`src/utf8dp_pkg.sv`:
```
// Package for the UTF-8 decimal integer parser: types, constants and the digit range table.
package utf8dp_pkg;

    localparam int VALUE_OUT_W = 32;

    localparam logic [7:0] CHAR_MINUS   = 8'h2d;
    localparam logic [7:0] CHAR_PLUS    = 8'h2b;
    localparam logic [7:0] CHAR_ZERO    = 8'h30;
    localparam logic [7:0] CHAR_NINE    = 8'h39;
    localparam logic [3:0] DIGIT_RADIX  = 4'd10;

    // Character lengths as stored: byte count minus one
    localparam logic [1:0] LEN_TWO   = 2'd1;
    localparam logic [1:0] LEN_THREE = 2'd2;
    localparam logic [1:0] LEN_FOUR  = 2'd3;

    typedef struct packed {
        logic [1:0]  len_m1;
        logic [23:0] prefix;
        logic [7:0]  lo;
        logic [7:0]  hi;
    } digit_range_t;

    typedef struct packed {
        logic       hit;
        logic [3:0] digit;
    } digit_hit_t;

    localparam int RANGE_COUNT = 54;

    localparam digit_range_t DIGIT_RANGES [RANGE_COUNT] = '{
        '{LEN_TWO, 24'h0000d9, 8'ha0, 8'ha9}, '{LEN_TWO, 24'h0000db, 8'hb0, 8'hb9},
        '{LEN_TWO, 24'h0000df, 8'h80, 8'h89},
        '{LEN_THREE, 24'h00e0a5, 8'ha6, 8'haf}, '{LEN_THREE, 24'h00e0a7, 8'ha6, 8'haf},
        '{LEN_THREE, 24'h00e0a9, 8'ha6, 8'haf}, '{LEN_THREE, 24'h00e0ab, 8'ha6, 8'haf},
        '{LEN_THREE, 24'h00e0ad, 8'ha6, 8'haf}, '{LEN_THREE, 24'h00e0af, 8'ha6, 8'haf},
        '{LEN_THREE, 24'h00e0b1, 8'ha6, 8'haf}, '{LEN_THREE, 24'h00e0b3, 8'ha6, 8'haf},
        '{LEN_THREE, 24'h00e0b5, 8'ha6, 8'haf}, '{LEN_THREE, 24'h00e0b7, 8'ha6, 8'haf},
        '{LEN_THREE, 24'h00e0b9, 8'h90, 8'h99}, '{LEN_THREE, 24'h00e0bb, 8'h90, 8'h99},
        '{LEN_THREE, 24'h00e0bc, 8'ha0, 8'ha9},
        '{LEN_THREE, 24'h00e181, 8'h80, 8'h89}, '{LEN_THREE, 24'h00e182, 8'h90, 8'h99},
        '{LEN_THREE, 24'h00e19f, 8'ha0, 8'ha9}, '{LEN_THREE, 24'h00e1a0, 8'h90, 8'h99},
        '{LEN_THREE, 24'h00e1a5, 8'h86, 8'h8f}, '{LEN_THREE, 24'h00e1a7, 8'h90, 8'h99},
        '{LEN_THREE, 24'h00e1aa, 8'h80, 8'h89}, '{LEN_THREE, 24'h00e1aa, 8'h90, 8'h99},
        '{LEN_THREE, 24'h00e1ad, 8'h90, 8'h99}, '{LEN_THREE, 24'h00e1ae, 8'hb0, 8'hb9},
        '{LEN_THREE, 24'h00e1b1, 8'h80, 8'h89}, '{LEN_THREE, 24'h00e1b1, 8'h90, 8'h99},
        '{LEN_THREE, 24'h00ea98, 8'ha0, 8'ha9}, '{LEN_THREE, 24'h00eaa3, 8'h90, 8'h99},
        '{LEN_THREE, 24'h00eaa4, 8'h80, 8'h89}, '{LEN_THREE, 24'h00eaa7, 8'h90, 8'h99},
        '{LEN_THREE, 24'h00eaa7, 8'hb0, 8'hb9}, '{LEN_THREE, 24'h00eaa9, 8'h90, 8'h99},
        '{LEN_THREE, 24'h00eaaf, 8'hb0, 8'hb9},
        '{LEN_THREE, 24'h00efbc, 8'h90, 8'h99},
        '{LEN_FOUR, 24'hf09092, 8'ha0, 8'ha9}, '{LEN_FOUR, 24'hf09181, 8'ha6, 8'haf},
        '{LEN_FOUR, 24'hf09183, 8'hb0, 8'hb9}, '{LEN_FOUR, 24'hf09184, 8'hb6, 8'hbf},
        '{LEN_FOUR, 24'hf09187, 8'h90, 8'h99}, '{LEN_FOUR, 24'hf0918b, 8'hb0, 8'hb9},
        '{LEN_FOUR, 24'hf09191, 8'h90, 8'h99}, '{LEN_FOUR, 24'hf09193, 8'h90, 8'h99},
        '{LEN_FOUR, 24'hf09199, 8'h90, 8'h99}, '{LEN_FOUR, 24'hf0919b, 8'h80, 8'h89},
        '{LEN_FOUR, 24'hf0919c, 8'hb0, 8'hb9}, '{LEN_FOUR, 24'hf091a3, 8'ha0, 8'ha9},
        '{LEN_FOUR, 24'hf091b1, 8'h90, 8'h99}, '{LEN_FOUR, 24'hf091b5, 8'h90, 8'h99},
        '{LEN_FOUR, 24'hf096a9, 8'ha0, 8'ha9}, '{LEN_FOUR, 24'hf096ad, 8'h90, 8'h99},
        '{LEN_FOUR, 24'hf09d9f, 8'h8e, 8'hbf}, '{LEN_FOUR, 24'hf09ea5, 8'h90, 8'h99}
    };

    // Byte count of a digit character from its lead byte, 0 when no digit starts here
    function automatic logic [2:0] lead_length(input logic [7:0] b);
        logic [2:0] len;
        len = 3'd0;
        if (b >= CHAR_ZERO && b <= CHAR_NINE) begin
            len = 3'd1;
        end else if (b == 8'hd9 || b == 8'hdb || b == 8'hdf) begin
            len = 3'd2;
        end else if (b == 8'he0 || b == 8'he1 || b == 8'hea || b == 8'hef) begin
            len = 3'd3;
        end else if (b == 8'hf0) begin
            len = 3'd4;
        end
        return len;
    endfunction

    // Offset into a range, folded to 0..9; offsets stay below 50
    function automatic logic [3:0] fold_digit(input logic [7:0] off);
        logic [7:0] v;
        v = off;
        if (v >= 8'd40) begin
            v = v - 8'd40;
        end else if (v >= 8'd30) begin
            v = v - 8'd30;
        end else if (v >= 8'd20) begin
            v = v - 8'd20;
        end else if (v >= 8'd10) begin
            v = v - 8'd10;
        end
        return v[3:0];
    endfunction

endpackage

```
`src/utf8dp_digit_lookup.sv`:
```
// Range match of a completed multi-byte character against the digit table.
module utf8dp_digit_lookup
    import utf8dp_pkg::*;
(
    input  logic [1:0]  char_len,
    input  logic [23:0] held,
    input  logic [7:0]  tail_byte,
    output digit_hit_t  result
);

    always_comb
    begin
        logic       m;
        logic [3:0] d;
        result.hit   = 1'b0;
        result.digit = 4'd0;
        for (int i = 0; i < RANGE_COUNT; i++) begin
            m = (DIGIT_RANGES[i].len_m1 == char_len) &&
                (DIGIT_RANGES[i].prefix == held) &&
                (tail_byte >= DIGIT_RANGES[i].lo) &&
                (tail_byte <= DIGIT_RANGES[i].hi);
            d = fold_digit(tail_byte - DIGIT_RANGES[i].lo);
            result.hit   = result.hit | m;
            result.digit = result.digit | (m ? d : 4'd0);
        end
    end

endmodule

```
`src/utf8_unicode_decimal_parser_top.sv`:
```
// Top level of the UTF-8 decimal integer parser.
//
//  channel  | handshake           | payload
//  ---------+---------------------+---------------------------------
//  input    | in_valid / in_ready | data_byte[7:0], has_byte, last
//  output   | out_valid/out_ready | parse_ok, value[31:0] signed
//
// One byte per cycle unless a last byte awaits the output: a byte enters the
// input register; decode, table match and multiply-by-ten update the parse state.
// A step marked last loads the result register and returns the state to reset.
// An output stall holds back only a last byte and the bytes behind it; others flow.
// Reset is asynchronous; in_ready is high from reset, so the first edge after
// release can take a byte.
module utf8_unicode_decimal_parser_top
    import utf8dp_pkg::*;
#(
    parameter int VALUE_WIDTH = 32
)
(
    input  logic                          clk,
    input  logic                          rst_n,
    input  logic                          in_valid,
    output logic                          in_ready,
    input  logic [7:0]                    data_byte,
    input  logic                          has_byte,
    input  logic                          last,
    output logic                          out_valid,
    input  logic                          out_ready,
    output logic                          parse_ok,
    output logic signed [VALUE_OUT_W-1:0] value
);

    logic                   in_valid_reg;
    logic [7:0]             in_byte_reg;
    logic                   in_has_reg;
    logic                   in_last_reg;

    logic [VALUE_WIDTH-1:0] acc_reg, acc_next;
    logic                   neg_reg, neg_next;
    logic                   failed_reg, failed_next;
    logic                   at_first_reg, at_first_next;
    logic [23:0]            held_reg, held_next;
    logic [1:0]             pending_reg, pending_next;
    logic [1:0]             char_len_reg, char_len_next;

    logic                          out_valid_reg;
    logic                          parse_ok_reg, parse_ok_next;
    logic signed [VALUE_OUT_W-1:0] value_reg, value_next;

    logic                   proc_fire;
    digit_hit_t             lookup;
    logic [2:0]             lead_len;
    logic                   mac_en;
    logic [3:0]             mac_digit;
    logic [VALUE_WIDTH-1:0] acc_mac;
    logic [VALUE_WIDTH-1:0] final_val;
    logic signed [VALUE_WIDTH-1:0] final_signed;
    logic                   ok;

    // A byte without a result never waits on the output side
    assign proc_fire = in_valid_reg && (!in_last_reg || !out_valid_reg || out_ready);
    assign in_ready  = !in_valid_reg || proc_fire;

    always_ff @(posedge clk or negedge rst_n)
    begin
        if (!rst_n) begin
            in_valid_reg <= 1'b0;
        end else if (in_ready) begin
            in_valid_reg <= in_valid;
        end
    end

    always_ff @(posedge clk)
    begin
        if (in_valid && in_ready) begin
            in_byte_reg <= data_byte;
            in_has_reg  <= has_byte;
            in_last_reg <= last;
        end
    end

    utf8dp_digit_lookup u_lookup (
        .char_len  (char_len_reg),
        .held      (held_reg),
        .tail_byte (in_byte_reg),
        .result    (lookup)
    );

    assign lead_len = lead_length(in_byte_reg);
    assign acc_mac  = (acc_reg << 3) + (acc_reg << 1) + VALUE_WIDTH'(mac_digit);

    always_comb
    begin
        acc_next      = acc_reg;
        neg_next      = neg_reg;
        failed_next   = failed_reg;
        at_first_next = at_first_reg;
        held_next     = held_reg;
        pending_next  = pending_reg;
        char_len_next = char_len_reg;
        mac_en        = 1'b0;
        mac_digit     = 4'd0;

        if (in_has_reg) begin
            if (!failed_reg) begin
                if (at_first_reg && (in_byte_reg == CHAR_MINUS || in_byte_reg == CHAR_PLUS)) begin
                    neg_next = (in_byte_reg == CHAR_MINUS);
                end else if (pending_reg == 2'd0) begin
                    if (lead_len == 3'd0) begin
                        failed_next = 1'b1;
                    end else if (lead_len == 3'd1) begin
                        mac_en    = 1'b1;
                        mac_digit = 4'(in_byte_reg - CHAR_ZERO);
                    end else begin
                        held_next     = {16'h0000, in_byte_reg};
                        char_len_next = 2'(lead_len - 3'd1);
                        pending_next  = 2'(lead_len - 3'd1);
                    end
                end else begin
                    pending_next = pending_reg - 2'd1;
                    if (pending_reg == 2'd1) begin
                        if (lookup.hit) begin
                            mac_en    = 1'b1;
                            mac_digit = lookup.digit;
                        end else begin
                            failed_next = 1'b1;
                        end
                        held_next     = 24'h000000;
                        char_len_next = 2'd0;
                    end else begin
                        held_next = {held_reg[15:0], in_byte_reg};
                    end
                end
            end
            at_first_next = 1'b0;
        end

        if (mac_en) begin
            acc_next = acc_mac;
        end

        ok              = !failed_next && (pending_next == 2'd0);
        final_val       = neg_next ? (~acc_next + VALUE_WIDTH'(1)) : acc_next;
        final_signed    = $signed(final_val);
        parse_ok_next   = ok;
        value_next      = ok ? VALUE_OUT_W'(final_signed) : '0;

        // End of string: back to the reset state for the next one
        if (in_last_reg) begin
            acc_next      = '0;
            neg_next      = 1'b0;
            failed_next   = 1'b0;
            at_first_next = 1'b1;
            held_next     = 24'h000000;
            pending_next  = 2'd0;
            char_len_next = 2'd0;
        end
    end

    always_ff @(posedge clk or negedge rst_n)
    begin
        if (!rst_n) begin
            acc_reg      <= '0;
            neg_reg      <= 1'b0;
            failed_reg   <= 1'b0;
            at_first_reg <= 1'b1;
            held_reg     <= 24'h000000;
            pending_reg  <= 2'd0;
            char_len_reg <= 2'd0;
        end else if (proc_fire) begin
            acc_reg      <= acc_next;
            neg_reg      <= neg_next;
            failed_reg   <= failed_next;
            at_first_reg <= at_first_next;
            held_reg     <= held_next;
            pending_reg  <= pending_next;
            char_len_reg <= char_len_next;
        end
    end

    always_ff @(posedge clk or negedge rst_n)
    begin
        if (!rst_n) begin
            out_valid_reg <= 1'b0;
        end else if (proc_fire && in_last_reg) begin
            out_valid_reg <= 1'b1;
        end else if (out_ready) begin
            out_valid_reg <= 1'b0;
        end
    end

    always_ff @(posedge clk)
    begin
        if (proc_fire && in_last_reg) begin
            parse_ok_reg <= parse_ok_next;
            value_reg    <= value_next;
        end
    end

    assign out_valid = out_valid_reg;
    assign parse_ok  = parse_ok_reg;
    assign value     = value_reg;

    a_pending_has_len: assert property (@(posedge clk) disable iff (!rst_n)
        pending_reg != 2'd0 |-> pending_reg <= char_len_reg)
        else $error("bytes pending exceed the character length");

    a_fail_zero: assert property (@(posedge clk) disable iff (!rst_n)
        out_valid_reg && !parse_ok_reg |-> value_reg == '0)
        else $error("failed parse carries a nonzero value");

    a_end_clears: assert property (@(posedge clk) disable iff (!rst_n)
        proc_fire && in_last_reg |=> at_first_reg && acc_reg == '0 && !failed_reg)
        else $error("state not cleared after end of string");

    a_fail_sticks: assert property (@(posedge clk) disable iff (!rst_n)
        failed_reg && !(proc_fire && in_last_reg) |=> failed_reg)
        else $error("failure flag dropped before end of string");

    a_result_only_at_end: assert property (@(posedge clk) disable iff (!rst_n)
        $rose(out_valid_reg) |-> $past(proc_fire && in_last_reg))
        else $error("result appeared without an end-of-string byte");

endmodule
```
`config.mk`:
```
export PLATFORM = sky130hd
export DESIGN_NAME = utf8_unicode_decimal_parser_top
export DESIGN_NICKNAME = d
export VERILOG_FILES = /design/src/utf8dp_pkg.sv /design/src/utf8dp_digit_lookup.sv /design/src/utf8_unicode_decimal_parser_top.sv
export SDC_FILE = /design/constraint.sdc
export NUM_CORES = 1
export LEC_CHECK = 0
export BUFFER_PORTS_ARGS = -buffer_cell sky130_fd_sc_hd__buf_2
export CAP_MARGIN = 40
export CORE_MARGIN = 2
export CORE_UTILIZATION = 30
export CTS_CLUSTER_DIAMETER = 40
export DETAILED_ROUTE_END_ITERATION = 16
export GPL_TIMING_DRIVEN = 0
export SLEW_MARGIN = 30
export SYNTH_ARGS = -nofsm -noshare
export SYNTH_HDL_FRONTEND = slang
export SYNTH_SLANG_ARGS = --single-unit
```
`constraint.sdc`:
```
create_clock -name clk -period 7.9 [get_ports clk]
set_input_delay 0 -clock clk [delete_from_list [all_inputs] [get_ports clk]]
set_output_delay 0 -clock clk [all_outputs]
set_load 0.05 [all_outputs]
```
== Word-level counts from Yosys, hierarchy flattened ==
Index checks and enable logic that the tools add are counted.

* Eq/ne operators: 70
* Add/subtract/negate cells: 46
* Magnitude comparators: 49
* Muxes and demuxes: 148
* Multipliers: 0
* Divide/modulo/power cells: 0
* Bitwise operators: 107
* Shift-type cells: 0
* Reductions and logical operators: 187

{| class="wikitable"
|+ Operators by type and width
! operator !! number
|-
| $eq 16x24->1 const A || 30
|-
| $eq 24x24->1 const A || 18
|-
| $mux 4 || 94
|-
| $or 4x4->4 || 53
|-
| $mux 24 || 8
|-
| $logic_and 1x1->1 || 165
|-
| $ge 8x5->1 const B || 16
|-
| $mux 32 || 3
|-
| $sub 4x4->4 const B || 24
|-
| $eq 8x24->1 const A || 3
|-
| $ge 8x6->1 const B || 9
|-
| $eq 8x8->1 const B || 8
|-
| $ge 8x4->1 const B || 8
|-
| $ge 8x8->1 const B || 8
|-
| $sub 8x8->8 const B || 8
|-
| $le 8x8->1 const B || 7
|-
| $or 1x1->1 || 53
|-
| $add 32x1->32 const B || 1
|-
| $add 32x32->32 || 1
|-
| $add 32x4->32 || 1
|-
| $not 32->32 || 1
|-
| $sub 4x3->4 const B || 8
|-
| $mux 2 || 15
|-
| $mux 1 || 24
|-
| 20 further kinds || 41
|}

* Bits in writable memories: 0
* Latch bits: 0
* Register bits after elaboration: 108
* Logic and storage cells: 621
* Memories: 0
* Memory bits (read-only): 0

== Longest topological paths before layout ==
* Depth after elaboration: 71
* Mapped depth: 30

== Modules after synthesis ==
A second synthesis with hierarchy kept.

* Cells, all modules: 1463
* Area, all modules: 11690.0 µm²

{| class="wikitable"
|+ Modules (own cells, without submodules)
! module !! cells each !! area each (µm²) !! instances !! seq. area each (µm²)
|-
| utf8_unicode_decimal_parser_top || 902 || 8045.2 || 1 || 2919.0
|-
| utf8dp_digit_lookup || 561 || 3644.7 || 1 || 0.0
|}

== Least setup slack after synthesis ==
OpenSTA, ideal clock, no wires.

* Path type: register -> register
* Start point: register in_byte_reg[3]
* End point: register value_reg[30], in the netlist value[30], data pin
* Arrival: 7.654 ns
* Required time: 7.635 ns
* Cell stages (with the launch flop): 30
* Slack: -0.019 ns
* Cells stage by stage: edfxtp_1 clkbuf_1 clkbuf_1 inv_1 ha_1 a21oi_1 nor2_1 a32oi_1 o311ai_1 or4b_4 or4_4 nand2_2 buf_6 buf_2 buf_4 buf_2 a221oi_1 fa_1 fa_1 a21o_1 a221oi_1 o31ai_1 o2111ai_1 nand3_1 a2111oi_0 o21ai_0 a21bo_2 and2_1 o31ai_1 mux2i_1

* Longest elaborated chain between the ends: 71
* Elaborated cells on any way between the ends: 455
* Classes of those cells: 44 x add/sub; 49 x order compare; 11 x eq/ne; 124 x mux; 107 x bitwise; 120 x reduce/logical

{| class="wikitable"
|+ Ends and longest elaborated chain
! item !! RTL line !! RTL
|-
| from (decl) || utf8_unicode_decimal_parser_top.sv:34 || <nowiki>logic [7:0] in_byte_reg;</nowiki>
|-
| from (signal assigned) || utf8_unicode_decimal_parser_top.sv:76 || <nowiki>in_byte_reg <= data_byte;</nowiki>
|-
| $sub 8x8->8 || utf8dp_digit_lookup.sv:22 || <nowiki>d = fold_digit(tail_byte - DIGIT_RANGES[i].lo);</nowiki>
|-
| $ge 8x4->1 / $sub 4x4->4 (equally long branches) || utf8dp_pkg.sv:89, utf8dp_pkg.sv:90 ||
|-
| $mux 4 || utf8dp_pkg.sv:89 || <nowiki>end else if (v >= 8'd10) begin</nowiki>
|-
| $mux 4 || utf8dp_pkg.sv:87 || <nowiki>end else if (v >= 8'd20) begin</nowiki>
|-
| $mux 4 || utf8dp_pkg.sv:85 || <nowiki>end else if (v >= 8'd30) begin</nowiki>
|-
| $mux 4 || utf8dp_pkg.sv:83 || <nowiki>if (v >= 8'd40) begin</nowiki>
|-
| $mux 4 || utf8dp_digit_lookup.sv:24 || <nowiki>result.digit = result.digit | (m ? d : 4'd0);</nowiki>
|-
| $or 4x4->4 (53 in a row) || utf8dp_digit_lookup.sv:24 ||
|-
| [... 3 more ...] || - ||
|-
| $mux 4 || utf8_unicode_decimal_parser_top.sv:106 || <nowiki>if (at_first_reg && (in_byte_reg == CHAR_MINUS || in_byte_reg == CHAR_PLUS)) begin</nowiki>
|-
| $mux 4 || utf8_unicode_decimal_parser_top.sv:105 || <nowiki>if (!failed_reg) begin</nowiki>
|-
| $mux 4 || utf8_unicode_decimal_parser_top.sv:104 || <nowiki>if (in_has_reg) begin</nowiki>
|-
| $add 32x4->32 || utf8_unicode_decimal_parser_top.sv:90 || <nowiki>assign acc_mac = (acc_reg << 3) + (acc_reg << 1) + VALUE_WIDTH'(mac_digit);</nowiki>
|-
| $mux 32 || utf8_unicode_decimal_parser_top.sv:138 || <nowiki>if (mac_en) begin</nowiki>
|-
| $not 32->32 || utf8_unicode_decimal_parser_top.sv:143 || <nowiki>final_val = neg_next ? (~acc_next + VALUE_WIDTH'(1)) : acc_next;</nowiki>
|-
| $add 32x1->32 || utf8_unicode_decimal_parser_top.sv:143 ||
|-
| $mux 32 || utf8_unicode_decimal_parser_top.sv:143 ||
|-
| to (signal assigned) || utf8_unicode_decimal_parser_top.sv:196 || <nowiki>value_reg <= value_next;</nowiki>
|-
| to (decl) || utf8_unicode_decimal_parser_top.sv:48 || <nowiki>logic signed [VALUE_OUT_W-1:0] value_reg, value_next;</nowiki>
|}

Parallel ways exist; a longest one is shown, timed or not.
A chain may end at the register's enable or synchronous reset.

== Worst setup path in the final report ==
* Start point: register in_byte_reg[3]
* End point: register value_reg[31], in the netlist value[31], data pin

The elaborated chain is that of the path after synthesis.

==> results.md <==
- Mapped Cells: 1404
- Met1 WL: ~17000 um
- Synthesized flop and latch total: 108
- Top Metal Used: met4
- Critical Path Source Type: flip-flop
- Vias: roughly 12k
- Maximum fanout along the worst path: 19
- Largest net degree at the start of global routing: 37
- Root Driver: clkbuf_16
- CTS tree: built
- Number of inserted diodes: 0
- Final Max Slew Viols: 0
- R2r startpoint: in_byte_reg[3]
- IO Count: just under 50
- Max IR drop VDD: roughly 0.00013 V
- WP data arrival: a little under 8 ns
- Synth top area cells: dfrtp_1 14%, edfxtp_1 12%, ha_1 9.6%, nand2_1 5.5%, o21ai_0 5.0%
- Die Area: 0.0390 sq mm
- Post-route clock period utilization: 0.971
- Critical Path Source: in_byte_reg[3]
- HPWL Detailed: ~30000 um
- Ratio of cells with drive above 1 in the final layout: 0.148
- H-tree levels: 3
- End of the worst register-to-register path: value[31]
- FF-to-FF path depth: 28
- Ys Warns: 0
- Max Fclk: 130 MHz
- Initial Util: 0.306
- Kind of critical path: flip-flop to flip-flop
- Die H: roughly 200 um
- Hold Path Class: primary input to async pin
- PwrDens: 174 mW/mm^2
- Final wirelength: between 30000 and 40000 um
- DRT antenna net count: 0
- P_leak: about 5.2 nW
- Wire per inst: between 15 and 20 um
- Final setup violation count: 0
- Final hold violations: 0
- CP delay by family, top: compound AO/OA/AOI/OAI gates
- Status: finished clean
- Clk sinks: ~110
- DR WL met2: about 19000 um
- Post-synth top area share: 0.143
- Layout area overhead: 17.3%
- # Max-Cap Violations: 0
- Max incr delay on CP: approximately 0.56 ns
- Routed wl met3: 2370 um
- Final min period: ~7.7 ns
- DR pass1 iterations: 6
- Reg-to-reg slack, setup: around 0.23 ns
- Die X-Extent: 197 um
- Syn_nets: 1506
- Core ar.: about 0.037 sq mm
- Vias per cell: slightly below 6
- Buf/Inv on CP: 6
- Slowest CP cell: fa_1
- Drt initial violations: 1252
- Post-synth top area cell: dfrtp_1
- Initial antenna violation count: 0
- Primary FF master, synth: dfrtp_1
- Asr flop ratio synth: 0.602
- CP endpoint kind: flip-flop
- Number of synthesized flops with an enable pin: 43
- Critical Path RT: 8.00 ns
- Post-route DRC violation count: 0
- Syn avg cell area: ~8 sq um
- CTS buffer count: 9
- Clk_skew: about 0.015 ns
- Slew headroom: 0.407
- Syn Std Cell Area: ~0.011 sq mm
- Vias in the first global route: about 11k
- Global-route wire length before repair: 61000 um
- Final nets: around 1.6k
- RD Place Congestion: 0.973
- GRT Residual Overflow: 0
- Post-Route Utilization: 0.359
- Critical path depth: 28
- CP Capture Point: value[31]
- Number of distinct library cells after synthesis: roughly 100
- Maximum clock path buffer count: 2
- IO Port Bufs: 48
- Seq/Total Area, Yosys: 0.260
- Most frequent cell after synthesis: nand2_1
- Post-synth top cells: 164 x nand2_1, 122 x nor2_1, 112 x o21ai_0
- Slew @ Worst Pin: between 0.8 and 0.9 ns
- Gr usage total: 0.196
- Worst skew pair latency: about 0.37 ns
- Worst-path clk slew: about 0.090 ns
- Cell row count: 70
- Final-layout worst hold slack: 0.113 ns
what timing repair did:
action                                 in CTS  in global routing
hold buffers                               14                  0
gates resized for setup                    61                 47
pin swaps                                   9                 11
buffers inserted                           16                  9
setup endpoints to repair                  45                 24
endpoints found under the hold margin      76                  0
metal layers:
layer	track usage	vias up
met5	0	-
met4	0.0682	0
li1	-	5443
met3	0.0242	85
met2	0.331	496
met1	0.259	5610
logic make-up after synthesis:
logic type | synth area share
xor gates and xnor gates | 0.0546
muxes | 0.0351
DFF | 0.260
AOI/OAI and AO/OA | 0.257
and+or+nand+nor | 0.250
adders and majority gates | 0.0995
buffers and inverters | 0.0444
cell type report:
cell class              count  area (sq um)
well taps                 468           586
clock buffers               9           225
plain buffers              67           375
flip-flops and latches    108          2920
inverters                  45           189
clock inverters             7          73.8
repair buffers             90           639
multi-input cells        1178          8150
fillers                  3788         23500
through the flow:
step / area, sq um / worst slack (ns) / cells / total power [mW] / TNS [ns]
6_report: 13200 / 0.228 / 1972 / 2.28 / 0
2_1_floorplan: 11200 / 0.162 / 1404 / 1.39 / 0
5_1_grt: 13200 / -0.0535 / 1972 / 2.41 / -0.0535
3_3_place_gp: 12100 / -2.04 / 1920 / 1.65 / -44.94
3_5_place_dp: 12100 / -2.01 / 1922 / 1.66 / -44.07
4_1_cts: 12900 / 0.0209 / 1966 / 2.21 / 0
layout by cell type, fill, tap and decap left out, types with 8 or more instances in the layout:
| master | n |
|---|---|
| a22oi_1 | 15 |
| edfxtp_1 | 43 |
| and2_1 | 15 |
| a21oi_1 | 92 |
| clkbuf_1 | 38 |
| a21o_1 | 14 |
| nor2b_1 | 14 |
| buf_4 | 28 |
| buf_2 | 56 |
| o31ai_1 | 10 |
| mux2i_1 | 29 |
| nor2_1 | 121 |
| nand3b_1 | 8 |
| inv_1 | 37 |
| nand3_1 | 48 |
| a211oi_1 | 18 |
| o211ai_1 | 16 |
| mux2_2 | 8 |
| a211o_1 | 9 |
| ha_1 | 79 |
| nor4_1 | 17 |
| xor2_1 | 26 |
| nand2b_1 | 17 |
| dlygate4sd3_1 | 14 |
| nand2_1 | 164 |
| nand4_1 | 22 |
| or3_1 | 8 |
| nor3b_1 | 8 |
| and3_1 | 16 |
| clkbuf_16 | 9 |
| dfrtp_1 | 64 |
| xnor2_1 | 44 |
| a31oi_1 | 18 |
| o21ai_0 | 110 |
| nor3_1 | 27 |
worst min path at each step:
| stage | start | to | depth (start not counted) |
|---|---|---|---|
| after floorplan | rst_n | acc_reg[0] | 0 |
| after global placement | data_byte[4] | in_byte_reg[4] | 1 |
| after detailed placement | rst_n | acc_reg[9] | 1 |
| after CTS | rst_n | acc_reg[9] | 2 |
| after global routing | rst_n | acc_reg[7] | 2 |
| final | rst_n | acc_reg[7] | 2 |
power by group:
part	internal (mW)	leakage [nW]	switching (mW)	total, mW
clock network	0.226	0.149	0.245	0.471
logic	0.398	3.76	0.727	1.13
registers	0.627	1.31	0.0591	0.686
total	1.25	5.21	1.03	2.28
Power figures use the tool's default switching activity.
